[src/rtl/hlr_pkg.sv]
`timescale 1ns / 1ps
// hlr_pkg: shared types and constants for the heat line rasterizer
// no dependencies; imported by hlr_seq, hlr_update and heat_line_rasterizer

package hlr_pkg;

  // fixed field widths of the block's ports
  localparam int COORD_W   = 6;
  localparam int GAIN_W    = 8;
  localparam int COLOR_W   = 24;
  localparam int CHAN_W    = 8;
  localparam int CFG_IDX_W = 2;

  // configuration register indexes
  localparam logic [CFG_IDX_W-1:0] CFG_HEAT_GAIN  = 2'd0;
  localparam logic [CFG_IDX_W-1:0] CFG_COLD_COLOR = 2'd1;
  localparam logic [CFG_IDX_W-1:0] CFG_HOT_COLOR  = 2'd2;

  // configuration reset values
  localparam logic [GAIN_W-1:0]  HEAT_GAIN_RST  = 8'd128;
  localparam logic [COLOR_W-1:0] COLD_COLOR_RST = 24'h000000;
  localparam logic [COLOR_W-1:0] HOT_COLOR_RST  = 24'hFF0000;

  // operation codes
  localparam logic OP_LINE = 1'b0;
  localparam logic OP_COOL = 1'b1;

  // 8-bit unit scale (255 = 1.0) and its rounding half
  localparam logic [GAIN_W-1:0] UNIT_SCALE = 8'd255;
  localparam logic [GAIN_W-1:0] UNIT_HALF  = 8'd127;

  typedef enum logic [2:0] {
    ST_CLEAR,
    ST_IDLE,
    ST_SETUP,
    ST_LINE,
    ST_COOL
  } hlr_state_t;

  // one memory read issued by the sequencer, with the tag that follows it
  typedef struct packed {
    logic               valid;
    logic               cool;
    logic               last;
    logic [COORD_W-1:0] x;
    logic [COORD_W-1:0] y;
    logic [GAIN_W-1:0]  factor;
  } hlr_issue_t;

endpackage

[src/rtl/hlr_seq.sv]
`timescale 1ns / 1ps
// hlr_seq: control sequencer - clearing pass, line walk and cooling sweep
// depends on hlr_pkg; issues one heat store read per cycle

module hlr_seq
  import hlr_pkg::*;
#(
  parameter int MAP_SIDE = 64,
  localparam int CW = $clog2(MAP_SIDE),
  localparam int DEPTH = MAP_SIDE * MAP_SIDE,
  localparam int AW = $clog2(DEPTH)
) (
  input  logic               clk,
  input  logic               rst_n,
  input  logic               start,
  input  logic               pipe_busy,
  input  logic               in_operation,
  input  logic [COORD_W-1:0] in_x_start,
  input  logic [COORD_W-1:0] in_y_start,
  input  logic [COORD_W-1:0] in_x_end,
  input  logic [COORD_W-1:0] in_y_end,
  input  logic [GAIN_W-1:0]  in_cool_factor,
  output logic               busy,
  output hlr_issue_t         issue,
  output logic [AW-1:0]      rd_addr,
  output logic               clr_we,
  output logic [AW-1:0]      clr_addr
);

  localparam int EW = CW + 3;
  localparam logic [COORD_W:0] SIDE_EXT = (COORD_W + 1)'(MAP_SIDE);
  localparam logic [AW-1:0]    CNT_LAST = AW'(DEPTH - 1);

  hlr_state_t state_r, state_nxt;
  logic [AW-1:0] cnt_r, cnt_nxt;

  logic [CW-1:0]     x0_r, y0_r, x1_r, y1_r;
  logic [GAIN_W-1:0] factor_r;
  logic [CW-1:0]     a_r, a_end_r, b_r, da_r, db_r;
  logic [EW-1:0]     err_r;
  logic              steep_r, step_neg_r;

  logic load_in, load_setup, line_adv;

  // setup arithmetic
  logic [CW-1:0] dx, dy, pa0, pb0, pa1, pb1, sa0, sa1, sb0, sb1, s_da, s_db;
  logic          steep, swap, s_step_neg;

  // walk arithmetic
  logic [EW-1:0] err_sub, err_add;
  logic [CW-1:0] px, py;
  logic          line_last;
  logic [AW-1:0] line_addr;

  function automatic logic [CW-1:0] clamp_coord(input logic [COORD_W-1:0] v);
    logic [COORD_W:0] v_ext;
    v_ext = {1'b0, v};
    if (v_ext >= SIDE_EXT) begin
      return CW'(MAP_SIDE - 1);
    end
    return v[CW-1:0];
  endfunction

  always_comb begin
    dx         = (x1_r > x0_r) ? x1_r - x0_r : x0_r - x1_r;
    dy         = (y1_r > y0_r) ? y1_r - y0_r : y0_r - y1_r;
    steep      = dy > dx;
    pa0        = steep ? y0_r : x0_r;
    pb0        = steep ? x0_r : y0_r;
    pa1        = steep ? y1_r : x1_r;
    pb1        = steep ? x1_r : y1_r;
    swap       = pa0 > pa1;
    sa0        = swap ? pa1 : pa0;
    sa1        = swap ? pa0 : pa1;
    sb0        = swap ? pb1 : pb0;
    sb1        = swap ? pb0 : pb1;
    s_da       = sa1 - sa0;
    s_db       = (sb1 > sb0) ? sb1 - sb0 : sb0 - sb1;
    s_step_neg = !(sb0 < sb1);
  end

  always_comb begin
    err_sub   = err_r - (EW'(db_r) << 1);
    err_add   = err_sub + (EW'(da_r) << 1);
    px        = steep_r ? b_r : a_r;
    py        = steep_r ? a_r : b_r;
    line_last = (a_r == a_end_r);
    line_addr = AW'(py) * AW'(MAP_SIDE) + AW'(px);
  end

  always_ff @(posedge clk) begin
    if (!rst_n) begin
      state_r <= ST_CLEAR;
      cnt_r   <= '0;
    end else begin
      state_r <= state_nxt;
      cnt_r   <= cnt_nxt;
    end
  end

  always_comb begin
    state_nxt  = state_r;
    cnt_nxt    = cnt_r;
    busy       = 1'b1;
    issue      = '0;
    rd_addr    = line_addr;
    clr_we     = 1'b0;
    clr_addr   = cnt_r;
    load_in    = 1'b0;
    load_setup = 1'b0;
    line_adv   = 1'b0;
    unique case (state_r)
      ST_CLEAR: begin
        clr_we = 1'b1;
        if (cnt_r == CNT_LAST) begin
          cnt_nxt   = '0;
          state_nxt = ST_IDLE;
        end else begin
          cnt_nxt = cnt_r + 1'b1;
        end
      end
      ST_IDLE: begin
        busy = pipe_busy;
        if (start && !pipe_busy) begin
          load_in   = 1'b1;
          cnt_nxt   = '0;
          state_nxt = (in_operation == OP_COOL) ? ST_COOL : ST_SETUP;
        end
      end
      ST_SETUP: begin
        load_setup = 1'b1;
        state_nxt  = ST_LINE;
      end
      ST_LINE: begin
        issue.valid = 1'b1;
        issue.cool  = 1'b0;
        issue.last  = line_last;
        issue.x     = COORD_W'(px);
        issue.y     = COORD_W'(py);
        rd_addr     = line_addr;
        line_adv    = 1'b1;
        if (line_last) begin
          state_nxt = ST_IDLE;
        end
      end
      ST_COOL: begin
        issue.valid  = 1'b1;
        issue.cool   = 1'b1;
        issue.factor = factor_r;
        rd_addr      = cnt_r;
        if (cnt_r == CNT_LAST) begin
          cnt_nxt   = '0;
          state_nxt = ST_IDLE;
        end else begin
          cnt_nxt = cnt_r + 1'b1;
        end
      end
      default: begin
        state_nxt = ST_CLEAR;
        cnt_nxt   = '0;
      end
    endcase
  end

  always_ff @(posedge clk) begin
    if (load_in) begin
      x0_r     <= clamp_coord(in_x_start);
      y0_r     <= clamp_coord(in_y_start);
      x1_r     <= clamp_coord(in_x_end);
      y1_r     <= clamp_coord(in_y_end);
      factor_r <= in_cool_factor;
    end
    if (load_setup) begin
      a_r        <= sa0;
      a_end_r    <= sa1;
      b_r        <= sb0;
      da_r       <= s_da;
      db_r       <= s_db;
      err_r      <= EW'(s_da);
      steep_r    <= steep;
      step_neg_r <= s_step_neg;
    end else if (line_adv) begin
      a_r <= a_r + 1'b1;
      if (err_sub[EW-1]) begin
        b_r   <= step_neg_r ? b_r - 1'b1 : b_r + 1'b1;
        err_r <= err_add;
      end else begin
        err_r <= err_sub;
      end
    end
  end

endmodule

[config.mk]
export PLATFORM = sky130hd
export DESIGN_NAME = hlr_seq
export DESIGN_NICKNAME = d
export VERILOG_FILES = /design/src/rtl/hlr_pkg.sv /design/src/rtl/hlr_seq.sv
export SDC_FILE = /design/constraint.sdc
export NUM_CORES = 1
export LEC_CHECK = 0
export BUFFER_PORTS_ARGS = -buffer_cell sky130_fd_sc_hd__buf_2
export CORE_AREA = 2 2 122 124
export CTS_CLUSTER_SIZE = 14
export DETAILED_ROUTE_END_ITERATION = 16
export DIE_AREA = 0 0 124 126
export GPL_ROUTABILITY_DRIVEN = 0
export GPL_TIMING_DRIVEN = 0
export HOLD_SLACK_MARGIN = 0.08
export PLACE_DENSITY = 0.69
export SYNTH_ARGS = -nofsm -noshare
export SYNTH_HDL_FRONTEND = slang
export SYNTH_SLANG_ARGS = --single-unit
[constraint.sdc]
create_clock -name clk -period 9.8 [get_ports clk]
set_input_delay 0 -clock clk [delete_from_list [all_inputs] [get_ports clk]]
set_output_delay 0 -clock clk [all_outputs]
set_load 0.05 [all_outputs]
==> impl_metrics.env <==
export IMPL_multi_input_area_um2=4170
export IMPL_cts_tree="built"
export IMPL_hold_end="y0_r[2]"
export IMPL_clk_pin_slew_worst_paths_ns=0.07
export IMPL_htree_levels=3
export IMPL_vdd_ir_drop_worst_mv=0.0806
export IMPL_min_path_cells=2
export IMPL_layout_commonest_cell="buf_2"
export IMPL_path_common_cell="ha_1"
export IMPL_die_area_um2=15600
export IMPL_synth_edff_count=69
export IMPL_port_buffers=85
export IMPL_drt_initial_drc_count=370
export IMPL_avgViaCountPerCell=5.49
export IMPL_cts_sinks=87
export IMPL_ant_nets=0
export IMPL_max_freq_mhz=108
export IMPL_setup_viol=0
export IMPL_synthesis_area_um2=7000
export IMPL_area_growth_syn_to_layout_pct=19.8
export IMPL_min_delay_start="in_y_start[2]"
export IMPL_dr_pass1_iters=5
export IMPL_vias=5936
export IMPL_totalWireLength_um=17500
export IMPL_drc=0
export IMPL_power_net_switching_w=0.000184
export IMPL_endpoint_kind="flop"
export IMPL_clock_skew_ns=0.0109
export IMPL_final_seq_area_um2=2430
export IMPL_rr_startpoint="x1_r[0]"
export IMPL_grt_pass1_wl_um=27700
export IMPL_pin_count=86
export IMPL_fp_row_count=44
export IMPL_grt_usage_pct=22.9
export IMPL_cts_root_buf="clkbuf_16"
export IMPL_layout_nets=1001
export IMPL_r2r_end="db_r[5]"
export IMPL_regToRegSetupSlack_ns=0.54
export IMPL_crit_slowest_cell="edfxtp_1"
export IMPL_finalCriticalPeriod_ns=9.26
export IMPL_worst_path_largest_cell_delay_ns=0.44
export IMPL_p_leak_nw=3.90
export IMPL_hold_path_class="primary input to flop"
export IMPL_setup_ws_ns=0.536
export IMPL_required_ns=9.91
export IMPL_p_comb_share_pct=3.5
export IMPL_status="complete, no violations"
export IMPL_drive_above_1_share_pct=15.3
export IMPL_postSynthCellCount=758
export IMPL_synthArstFlopShare_pct=0
export IMPL_slew_headroom_pct=45.6
export IMPL_ys_seq_area_share_pct=34.8
export IMPL_num_fill_cells=1285
export IMPL_cts_buffers=9
export IMPL_yosys_warnings=0
export IMPL_first_global_vias=5577
export IMPL_critPathTopFamily="compound AO/OA/AOI/OAI gates"
export IMPL_grt_max_degree=30
export IMPL_worstSkewPairLatency_ns=0.36
export IMPL_clockPowerShare_pct=45.3
export IMPL_tightest_slew_ns=0.811
export IMPL_core_area_um2=14300
export IMPL_path_class="flop to flop"
export IMPL_initial_core_util_pct=48.9
export IMPL_utilization_pct=58.6
export IMPL_dp_worst_setup_slack_ns=-0.441
export IMPL_grt_overflow_total=0
export IMPL_dp_hpwl_um=13100
export IMPL_hold_violations=0
export IMPL_p_sw_share_pct=23.7
export IMPL_wl_per_cell_um=16.2
export IMPL_clockBufferDepth=2
export IMPL_startpoint_type="flop"
export IMPL_r2r_cells=40
export IMPL_syn_nets=867
export IMPL_critical_path_buf_inv_count=8
export IMPL_fp_dieW_um=124
export IMPL_p_per_area_nw_per_um2=92.6
export IMPL_final_cell_mix="buf_2, nor2_1, a21oi_1, inv_1, edfxtp_1"
export IMPL_antenna_cells=0
export IMPL_maxCapViolCount=0
export IMPL_synth_cell_types=57
export IMPL_seqPwrFrac_pct=51.2
export IMPL_die_h_um=126
export IMPL_ys_flop_type="edfxtp_1"
export IMPL_antenna_found_initial=0
export IMPL_ys_ff_latch=87
export IMPL_cp_max_fo=19
export IMPL_avgSynthCellArea_um2=9.23
export IMPL_slew_violations=0
export IMPL_p_int_w=0.000592
export IMPL_crit_arrival_ns=9.38
export IMPL_final_period_utilization_pct=94.5
-- cell type report --
class / instances / area share (%)
tap: 184 / 2.75
sequential: 87 / 29.0
buffer: 25 / 1.52
multi-input combinational: 567 / 49.7
clock buffer: 9 / 2.69
clock inverter: 7 / 0.866
timing repair buffer: 125 / 9.97
inverter: 77 / 3.45
-- logic make-up after synthesis --
family | count (synthesis) | share of synthesized area [%]
AND/OR/NAND/NOR | 202 | 13.5
AO/OA/AOI/OAI | 169 | 15.1
buffers and inverters | 104 | 5.80
flip-flops | 87 | 34.8
adder cells (fa/ha/maj) | 75 | 14.3
multiplexers | 69 | 10.1
XOR/XNOR | 52 | 6.51
-- stage by stage --
stage | hold slack (ns) | area, um2 | instances | total power [W] | TNS (ns)
finish | 0.341 | 8380 | 1081 | 0.000776 | 0
global route | 0.349 | 8380 | 1081 | 0.000795 | -0.00292
CTS | 0.334 | 8350 | 1079 | 0.000779 | 0
detailed placement | 0.178 | 7680 | 1028 | 0.000422 | -0.688
global placement | 0.176 | 7650 | 1027 | 0.000421 | -0.706
floorplan | 0.0989 | 7000 | 758 | 0.000413 | 0
-- registers in the layout, indices dropped and copies added (netlist names) --
register    cells
x1_r            6
b_r             6
steep_r         1
state_r         3
y1_r            6
a_end_r         6
x0_r            6
y0_r            6
err_r           8
da_r            6
db_r            6
a_r             6
clr_addr       12
step_neg_r      1
factor_r        8
-- routing by layer --
| metal | GRT usage [%] | wire length (um) | share of wire, % |
|---|---|---|---|
| met1 | 30.3 | 7830 | 45 |
| met4 | 10.2 | 593 | 3.4 |
| met2 | 37.3 | 8330 | 48 |
| met5 | 0 | 0 | 0 |
| met3 | 2.94 | 729 | 4.2 |
-- power by group through the flow --
| stage | clock network [W] | logic, W | registers (W) |
|---|---|---|---|
| 6_report | 0.000351 | 0.0000274 | 0.000398 |
| 5_1_grt | 0.000368 | 0.0000294 | 0.000398 |
| 4_1_cts | 0.000355 | 0.0000269 | 0.000397 |
| 3_5_place_dp | 0 | 0.0000159 | 0.000406 |
| 3_3_place_gp | 0 | 0.0000156 | 0.000406 |
| 2_1_floorplan | 0 | 0.00000320 | 0.000410 |
-- worst max path at each step --
stage	startpoint	to	slack, ns	cells after the start
finish	x1_r[0]	db_r[5]	0.54	40
floorplan	y1_r[0]	db_r[5]	0.99	41
CTS	x1_r[0]	db_r[5]	0.09	42
global placement	x1_r[0]	db_r[5]	-0.45	42
global route	x1_r[0]	db_r[5]	-0.003	41
detailed placement	x1_r[0]	db_r[5]	-0.44	42
-- synth_stat cells, types with 2 or more instances --
library cell	instances	area (um2)
a211oi_1	2	15.0
a21boi_0	2	15.0
a21o_1	20	150
a21oi_1	78	390
a221oi_2	2	30.0
a311o_1	2	20.0
a31oi_1	7	43.8
and2_1	5	31.3
and3_1	12	75.1
and4_1	3	26.3
buf_1	5	18.8
buf_2	6	30.0
clkbuf_1	15	56.3
dfxtp_1	18	360
edfxtp_1	69	2070
fa_1	9	180
ha_1	63	788
inv_1	77	289
maj3_1	3	30.0
mux2_2	10	113
mux2i_1	59	591
nand2_1	47	176
nand2b_1	5	31.3
nand3_1	9	45.0
nand4_1	7	43.8
nor2_1	82	308
nor2b_1	11	68.8
nor3_1	7	35.0
nor4_1	5	31.3
o211a_1	3	30.0
o211ai_1	3	22.5
o21ai_0	28	140
o21bai_1	7	52.6
o31ai_1	2	15.0
or2_2	3	18.8
xnor2_1	37	324
xor2_1	15	131
-- timing repair --
item | in CTS | in global routing
resized for setup | 6 | 7
pin swaps | 0 | 2
endpoints found under the hold margin | 37 | 0
hold buffers | 36 | 0
endpoints found under the setup margin | 3 | 3
setup buffers | 0 | 3
No activity file was read; power rests on OpenSTA's default activity.
