File: config.mk
export PLATFORM = sky130hd
export DESIGN_NAME = hlr_update
export DESIGN_NICKNAME = d
export VERILOG_FILES = /design/src/rtl/hlr_pkg.sv /design/src/rtl/hlr_cdiv.sv /design/src/rtl/hlr_update.sv
export SDC_FILE = /design/constraint.sdc
export NUM_CORES = 2
export LEC_CHECK = 0
export BUFFER_PORTS_ARGS = -buffer_cell sky130_fd_sc_hd__buf_2
export CELL_PAD_IN_SITES_DETAIL_PLACEMENT = 2
export CELL_PAD_IN_SITES_GLOBAL_PLACEMENT = 2
export CORE_ASPECT_RATIO = 1.5
export CORE_MARGIN = 2
export CORE_UTILIZATION = 37
export CTS_CLUSTER_DIAMETER = 50
export DETAILED_ROUTE_END_ITERATION = 12
export PLACE_DENSITY_LB_ADDON = 0.1
export SYNTH_ARGS = -nofsm -noshare
export SYNTH_HDL_FRONTEND = slang
export SYNTH_SLANG_ARGS = --single-unit
File: constraint.sdc
create_clock -name clk -period 4.5 [get_ports clk]
set_input_delay 0.225 -clock clk [delete_from_list [all_inputs] [get_ports clk]]
set_output_delay 0.225 -clock clk [all_outputs]
set_load 0.1 [all_outputs]
File: src/rtl/hlr_pkg.sv
`timescale 1ns / 1ps
// hlr_pkg: shared types and constants for the heat line rasterizer
// no dependencies; imported by hlr_seq, hlr_update and heat_line_rasterizer

package hlr_pkg;

  // fixed field widths of the block's ports
  localparam int COORD_W   = 6;
  localparam int GAIN_W    = 8;
  localparam int COLOR_W   = 24;
  localparam int CHAN_W    = 8;
  localparam int CFG_IDX_W = 2;

  // configuration register indexes
  localparam logic [CFG_IDX_W-1:0] CFG_HEAT_GAIN  = 2'd0;
  localparam logic [CFG_IDX_W-1:0] CFG_COLD_COLOR = 2'd1;
  localparam logic [CFG_IDX_W-1:0] CFG_HOT_COLOR  = 2'd2;

  // configuration reset values
  localparam logic [GAIN_W-1:0]  HEAT_GAIN_RST  = 8'd128;
  localparam logic [COLOR_W-1:0] COLD_COLOR_RST = 24'h000000;
  localparam logic [COLOR_W-1:0] HOT_COLOR_RST  = 24'hFF0000;

  // operation codes
  localparam logic OP_LINE = 1'b0;
  localparam logic OP_COOL = 1'b1;

  // 8-bit unit scale (255 = 1.0) and its rounding half
  localparam logic [GAIN_W-1:0] UNIT_SCALE = 8'd255;
  localparam logic [GAIN_W-1:0] UNIT_HALF  = 8'd127;

  typedef enum logic [2:0] {
    ST_CLEAR,
    ST_IDLE,
    ST_SETUP,
    ST_LINE,
    ST_COOL
  } hlr_state_t;

  // one memory read issued by the sequencer, with the tag that follows it
  typedef struct packed {
    logic               valid;
    logic               cool;
    logic               last;
    logic [COORD_W-1:0] x;
    logic [COORD_W-1:0] y;
    logic [GAIN_W-1:0]  factor;
  } hlr_issue_t;

endpackage

File: src/rtl/hlr_cdiv.sv
`timescale 1ns / 1ps
// hlr_cdiv: registered divide of an unsigned value by a constant
// reciprocal multiply with rounded-up multiplier, exact for every NUM_W-bit input whose quotient fits in Q_W bits

module hlr_cdiv #(
  parameter int NUM_W   = 16,
  parameter int DIVISOR = 255,
  parameter int Q_W     = 8
) (
  input  logic             clk,
  input  logic [NUM_W-1:0] num,
  output logic [Q_W-1:0]   quo
);

  localparam int L  = $clog2(DIVISOR);
  localparam int S  = NUM_W + L;
  localparam int MW = NUM_W + 2;
  localparam int PW = NUM_W + MW;
  localparam logic [63:0] M_FULL =
    ((64'd1 << S) + 64'(DIVISOR) - 64'd1) / 64'(DIVISOR);
  localparam logic [MW-1:0] MULT = M_FULL[MW-1:0];

  logic [PW-1:0]  prod;
  logic [Q_W-1:0] quo_r;

  assign prod = PW'(num) * PW'(MULT);

  always_ff @(posedge clk) begin
    quo_r <= prod[S +: Q_W];
  end

  assign quo = quo_r;

endmodule

File: src/rtl/hlr_update.sv
`timescale 1ns / 1ps
// hlr_update: read-modify-write datapath of the heat store and colour blend
// depends on hlr_pkg and hlr_cdiv; six-stage pipeline behind the ram read

module hlr_update
  import hlr_pkg::*;
#(
  parameter int HEAT_BITS = 8,
  parameter int ADDR_W    = 12
) (
  input  logic                 clk,
  input  logic                 rst_n,
  input  hlr_issue_t           issue,
  input  logic [ADDR_W-1:0]    rd_addr,
  input  logic [HEAT_BITS-1:0] rd_data,
  input  logic [GAIN_W-1:0]    heat_gain,
  input  logic [COLOR_W-1:0]   cold_color,
  input  logic [COLOR_W-1:0]   hot_color,
  output logic                 wr_en,
  output logic [ADDR_W-1:0]    wr_addr,
  output logic [HEAT_BITS-1:0] wr_data,
  output logic                 pipe_busy,
  output logic                 out_strobe,
  output logic [COORD_W-1:0]   out_pixel_x,
  output logic [COORD_W-1:0]   out_pixel_y,
  output logic [CHAN_W-1:0]    out_heat,
  output logic [CHAN_W-1:0]    out_red,
  output logic [CHAN_W-1:0]    out_green,
  output logic [CHAN_W-1:0]    out_blue,
  output logic                 out_last
);

  localparam int HEAT_MAX = (1 << HEAT_BITS) - 1;
  localparam int HALF     = HEAT_MAX / 2;
  localparam int NUM_W    = HEAT_BITS + GAIN_W;
  localparam int NCH      = COLOR_W / CHAN_W;
  localparam logic [HEAT_BITS-1:0] HEAT_FULL = '1;

  // stage registers
  logic              v1_r, v2_r, v3_r, v4_r, v5_r, v6_r;
  hlr_issue_t        tag1_r, tag2_r, tag3_r, tag4_r, tag5_r, tag6_r;
  logic [ADDR_W-1:0] addr1_r, addr2_r, addr3_r;
  logic [NUM_W-1:0]  num2_r;
  logic [NUM_W-1:0]  hn4_r, hn5_r;
  logic [NUM_W-1:0]  pc4_r [NCH];
  logic [NUM_W-1:0]  ph4_r [NCH];
  logic [NUM_W-1:0]  bn5_r [NCH];

  logic [GAIN_W-1:0]    mul_a;
  logic [NUM_W-1:0]     add_c, num1, hn3;
  logic [HEAT_BITS-1:0] nh3;
  logic [CHAN_W-1:0]    chan6 [NCH];

  // heating: g*max + (255-g)*h + 127, cooling: f*h + 127, both over 255
  always_comb begin
    mul_a = tag1_r.cool ? tag1_r.factor : (UNIT_SCALE - heat_gain);
    add_c = tag1_r.cool ? NUM_W'(UNIT_HALF)
          : (NUM_W'(heat_gain) << HEAT_BITS) - NUM_W'(heat_gain) + NUM_W'(UNIT_HALF);
    num1  = NUM_W'(mul_a) * NUM_W'(rd_data) + add_c;
  end

  hlr_cdiv #(
    .NUM_W   (NUM_W),
    .DIVISOR (255),
    .Q_W     (HEAT_BITS)
  ) u_div_heat (
    .clk (clk),
    .num (num2_r),
    .quo (nh3)
  );

  // new heat rescaled to 255 = 1.0
  assign hn3 = (NUM_W'(nh3) << GAIN_W) - NUM_W'(nh3) + NUM_W'(HALF);

  always_ff @(posedge clk) begin
    if (!rst_n) begin
      v1_r <= 1'b0;
      v2_r <= 1'b0;
      v3_r <= 1'b0;
      v4_r <= 1'b0;
      v5_r <= 1'b0;
      v6_r <= 1'b0;
    end else begin
      v1_r <= issue.valid;
      v2_r <= v1_r;
      v3_r <= v2_r;
      v4_r <= v3_r && !tag3_r.cool;
      v5_r <= v4_r;
      v6_r <= v5_r;
    end
  end

  always_ff @(posedge clk) begin
    tag1_r  <= issue;
    addr1_r <= rd_addr;
    tag2_r  <= tag1_r;
    addr2_r <= addr1_r;
    num2_r  <= num1;
    tag3_r  <= tag2_r;
    addr3_r <= addr2_r;
    tag4_r  <= tag3_r;
    hn4_r   <= hn3;
    tag5_r  <= tag4_r;
    hn5_r   <= hn4_r;
    tag6_r  <= tag5_r;
  end

  for (genvar c = 0; c < NCH; c++) begin : g_chan
    localparam int LSB = CHAN_W * (NCH - 1 - c);

    always_ff @(posedge clk) begin
      pc4_r[c] <= NUM_W'(cold_color[LSB +: CHAN_W]) * NUM_W'(HEAT_FULL - nh3);
      ph4_r[c] <= NUM_W'(hot_color[LSB +: CHAN_W]) * NUM_W'(nh3);
      bn5_r[c] <= pc4_r[c] + ph4_r[c] + NUM_W'(HALF);
    end

    hlr_cdiv #(
      .NUM_W   (NUM_W),
      .DIVISOR (HEAT_MAX),
      .Q_W     (CHAN_W)
    ) u_div_chan (
      .clk (clk),
      .num (bn5_r[c]),
      .quo (chan6[c])
    );
  end

  hlr_cdiv #(
    .NUM_W   (NUM_W),
    .DIVISOR (HEAT_MAX),
    .Q_W     (CHAN_W)
  ) u_div_out (
    .clk (clk),
    .num (hn5_r),
    .quo (out_heat)
  );

  // write back once the new heat is known
  assign wr_en     = v3_r;
  assign wr_addr   = addr3_r;
  assign wr_data   = nh3;
  assign pipe_busy = v1_r || v2_r || v3_r;

  assign out_strobe  = v6_r;
  assign out_pixel_x = tag6_r.x;
  assign out_pixel_y = tag6_r.y;
  assign out_red     = chan6[0];
  assign out_green   = chan6[1];
  assign out_blue    = chan6[2];
  assign out_last    = tag6_r.last;

endmodule

==> summary.txt <==
GRT
  • GR Util All Layers: 20.12%
  • Initial antenna violation count: 17
  • Global-route wire length before repair: 135.4 mm
  • Total global routing overflow: 0
  • Vias in the first global route: 26680
  • Pin count of the biggest net entering global routing: 43

Worst setup path
  • Endpoint class of the critical path: flip-flop
  • CP required: 4.99 ns
  • CP max stage delay: 0.53 ns
  • Reg2reg setup slack: 0.03 ns
  • R2R cell count: 20
  • Cell at the slowest stage of the critical path: fa_1
  • CP top delay family: adder cells
  • Crit path buf inv count: 5
  • Startpoint Class: flip-flop
  • Critical path class: flip-flop to flip-flop
  • Worst Path Arrival: 4.96 ns
  • R2R Path Start: tag1_r[21]
  • Worst reg2reg endpoint: num2_r[14]
  • CP Max Fanout: 7
  • CP cell instances: buf_16, buf_6, a21oi_4, nand2_2, fa_1, inv_1, fa_1, ha_1, inv_1, fa_1, inv_1, ha_1, a21o_1, a21oi_2, o21bai_1, a21o_1, a21oi_2, o21ai_2, o211ai_1, xnor2_1

Clock network
  • Clk_lat worst skew: 0.61 ns
  • CTS tree: yes
  • Clock transition at path regs: 0.06 ns
  • H-tree depth: 2
  • Sink Count: 363
  • Cts bufs inserted: 51
  • CTS root buf: clkbuf_16
  • CTS max path bufs: 3

Place
  • Area after DPL: 33290 um^2
  • Post-DP HPWL: 68.38 mm
  • Port Buffers: 168
  • Gpl congestion: 0.8194

Synth
  • Post-synth EDFFs: 0
  • Top_reg_cell synth: dfxtp_1
  • Cell count after synthesis: 3100
  • Post-synth top area cell: ha_1
  • Yosys cell types: 63
  • Mapped Area: 30490 um^2
  • Sequential-to-total area share from yosys stat: 23.84%
  • Ys Warns: 0
  • Mapped Avg Cell Area: 9.834 um^2
  • Share of flip-flops with an asynchronous set or reset: 0%
  • Seq cells post-synth: 363
  • Synth area leaders: ha_1 (27%), dfxtp_1 (24%), fa_1 (18%), inv_1 (6.4%), xnor2_1 (3.8%)
  • Top cell type's share of synthesized area: 27.17%
  • Post-Syn Nets: 4133

Floorplan
  • Die height: 355.6 um
  • Initial core utilization: 37.47%
  • Placement Rows: 128
  • Die W: 238.4 um
  • Core Footprint: 81360 um^2
  • I/O pins: 169
  • DIE AREA: 84760 um^2

Cells and area
  • Cell area after layout: 36420 um^2
  • Layout cells sized above 1: 14.50%
  • Area Growth Syn to Fin: 19.46%
  • Nets: 4476

Min path
  • WHS Path Cells: 3
  • Hold path startpoint: hot_color[1]
  • Hold Path Class: input pin to flip-flop
  • Hold Path End: ph4_r[0][33]

Drt
  • Antenna Nets Post-Route: 0
  • DRC Markers: 0
  • DRT iter0 DRCs: 364
  • Drt first pass iters: 6
  • Routed WL: 85.71 mm
  • WL per Instance: 18.94 um
  • Vias: 22550
  • DR vias/cell: 4.984

Timing
  • Fmax: 223.6 MHz
  • Setup Viol. Count Final: 0
  • Unrepaired setup endpoints after global routing: yes
  • Hold_ws: 0.1143 ns
  • Clk_skew: 0.01284 ns
  • Final worst path period share: 99.39%
  • Final Hold Viols: 0
  • Final slew viol count: 0
  • Least-Margin Pin Slew: 0.5494 ns
  • Rel. slew slack: 63.11%
  • Final min period: 4.473 ns

Run status
  • Status: completed

Job
  • Max-Cap Viols: 0
logic make-up (layout without fill, tap and decap cells):
group	after synthesis	in the layout	synth area share (%)
and+or+nand+nor	770	770	12.73
adders and majority gates	932	932	44.90
other	0	2	0
buffers and inverters	564	947	6.956
AOI/OAI and AO/OA	302	302	6.727
DFF	363	363	23.84
xor gates and xnor gates	169	169	4.855
through the flow:
| stage | instances | setup TNS, ns | utilization (%) | setup WS [ns] |
|---|---|---|---|---|
| floorplan | 3100 | -0.01598 | - | -0.008108 |
| global placement | 4354 | -0.7624 | 40.91 | -0.2471 |
| detailed placement | 4354 | -1.573 | 40.91 | -0.3888 |
| CTS | 4500 | -0.01334 | 44.02 | -0.006273 |
| global route | 4524 | -1.124 | 44.76 | -0.1576 |
| finish | 4525 | 0 | 44.76 | 0.02750 |
worst max path at each step:
stage | cells past startpoint | slack [ns] | from | end
after floorplan | 20 | -0.008 | u_div_heat.quo[1] | pc4_r[0][29]
after global placement | 18 | -0.25 | tag1_r[21] | num2_r[15]
after detailed placement | 18 | -0.39 | tag1_r[21] | num2_r[15]
after CTS | 15 | -0.006 | u_div_heat.quo[2] | ph4_r[0][31]
after global routing | 20 | -0.16 | tag1_r[21] | num2_r[14]
final | 20 | 0.03 | tag1_r[21] | num2_r[14]
per-layer routing:
| layer | vias to the layer above | part of all wire (%) | GRT usage, % |
|---|---|---|---|
| li1 | 10720 | - | - |
| met1 | 11370 | 35 | 19.48 |
| met2 | 275 | 58 | 41.24 |
| met3 | 160 | 3.1 | 3.223 |
| met4 | 28 | 3.7 | 8.125 |
| met5 | - | 0.18 | 0 |
cell usage after synthesis (all sizes together) (4+ instances only):
master,count
a211oi,4
a21boi,6
a21o,41
a21oi,104
a31o,6
a31oi,12
a41oi,9
and2,151
and3,10
buf,9
clkbuf,36
dfxtp,363
fa,270
ha,662
inv,516
nand2,267
nand2b,20
nand3,34
nand4,6
nor2,80
nor2b,129
nor3,38
nor4,5
o2111ai,6
o211ai,11
o21a,22
o21ai,39
o21bai,15
o31a,4
o41ai,5
or2,7
or3,13
xnor2,131
xor2,38
sequential cells by signal, indices dropped and copies added, names as in the netlist, 6 cells and up:
signal,flops
bn5_r,48
pc4_r,48
ph4_r,48
g_chan.u_div_chan.quo,24
tag1_r,22
hn4_r,16
hn5_r,16
num2_r,16
tag2_r,14
tag3_r,14
tag4_r,13
tag5_r,13
addr1_r,12
addr2_r,12
wr_addr,12
u_div_heat.quo,8
u_div_out.quo,8
out_pixel_x,6
out_pixel_y,6
placed cells by master, fill, tap and decap left out, drive strengths merged, types with 5 or more instances in the layout:
master	n
nand2	267
clkinv	18
a21boi	6
or3	13
o21a	22
nand3	34
a31o	6
nor2b	129
nor4	5
dlygate4sd3	44
nor3	38
buf	287
dfxtp	363
o41ai	5
o2111ai	6
a31oi	12
and3	10
and2	151
o21bai	15
nand2b	20
a21oi	104
o211ai	11
clkbuf	63
nand4	6
ha	662
a21o	41
o21ai	39
xnor2	131
xor2	38
fa	270
nor2	80
inv	527
or2	7
a41oi	9
what timing repair did:
action                                  CTS  global route
hold buffers                             44             0
pin swaps                                24            73
endpoints found under the hold margin    47             0
cloned                                    1             4
endpoints found under the setup margin   10            17
resized for setup                        65            80
buffers inserted                          8            19
cell type report:
type,count,area (um^2)
Clock buffer,59,1348
Inverter,519,1968
Antenna cell,2,5.005
Timing Repair Buffer,335,2495
Fill cell,8670,44940
Sequential cell,363,7301
Multi-Input combinational cell,2173,21610
Tap cell,1040,1301
Clock inverter,34,390.4
worst register-to-register path, stage by stage, from the launching register on:
cell	delay, ns
dfxtp_4	0.37
buf_16	0.15
buf_6	0.13
a21oi_4	0.17
nand2_2	0.10
fa_1	0.53
inv_1	0.06
fa_1	0.45
ha_1	0.29
inv_1	0.05
fa_1	0.50
inv_1	0.05
ha_1	0.29
a21o_1	0.19
a21oi_2	0.14
o21bai_1	0.12
a21o_1	0.18
a21oi_2	0.20
o21ai_2	0.09
o211ai_1	0.21
xnor2_1	0.09
Power is left out: the tool's default activity adds up to more than one toggle a clock period on the data nets, which glitch-free logic cannot reach.
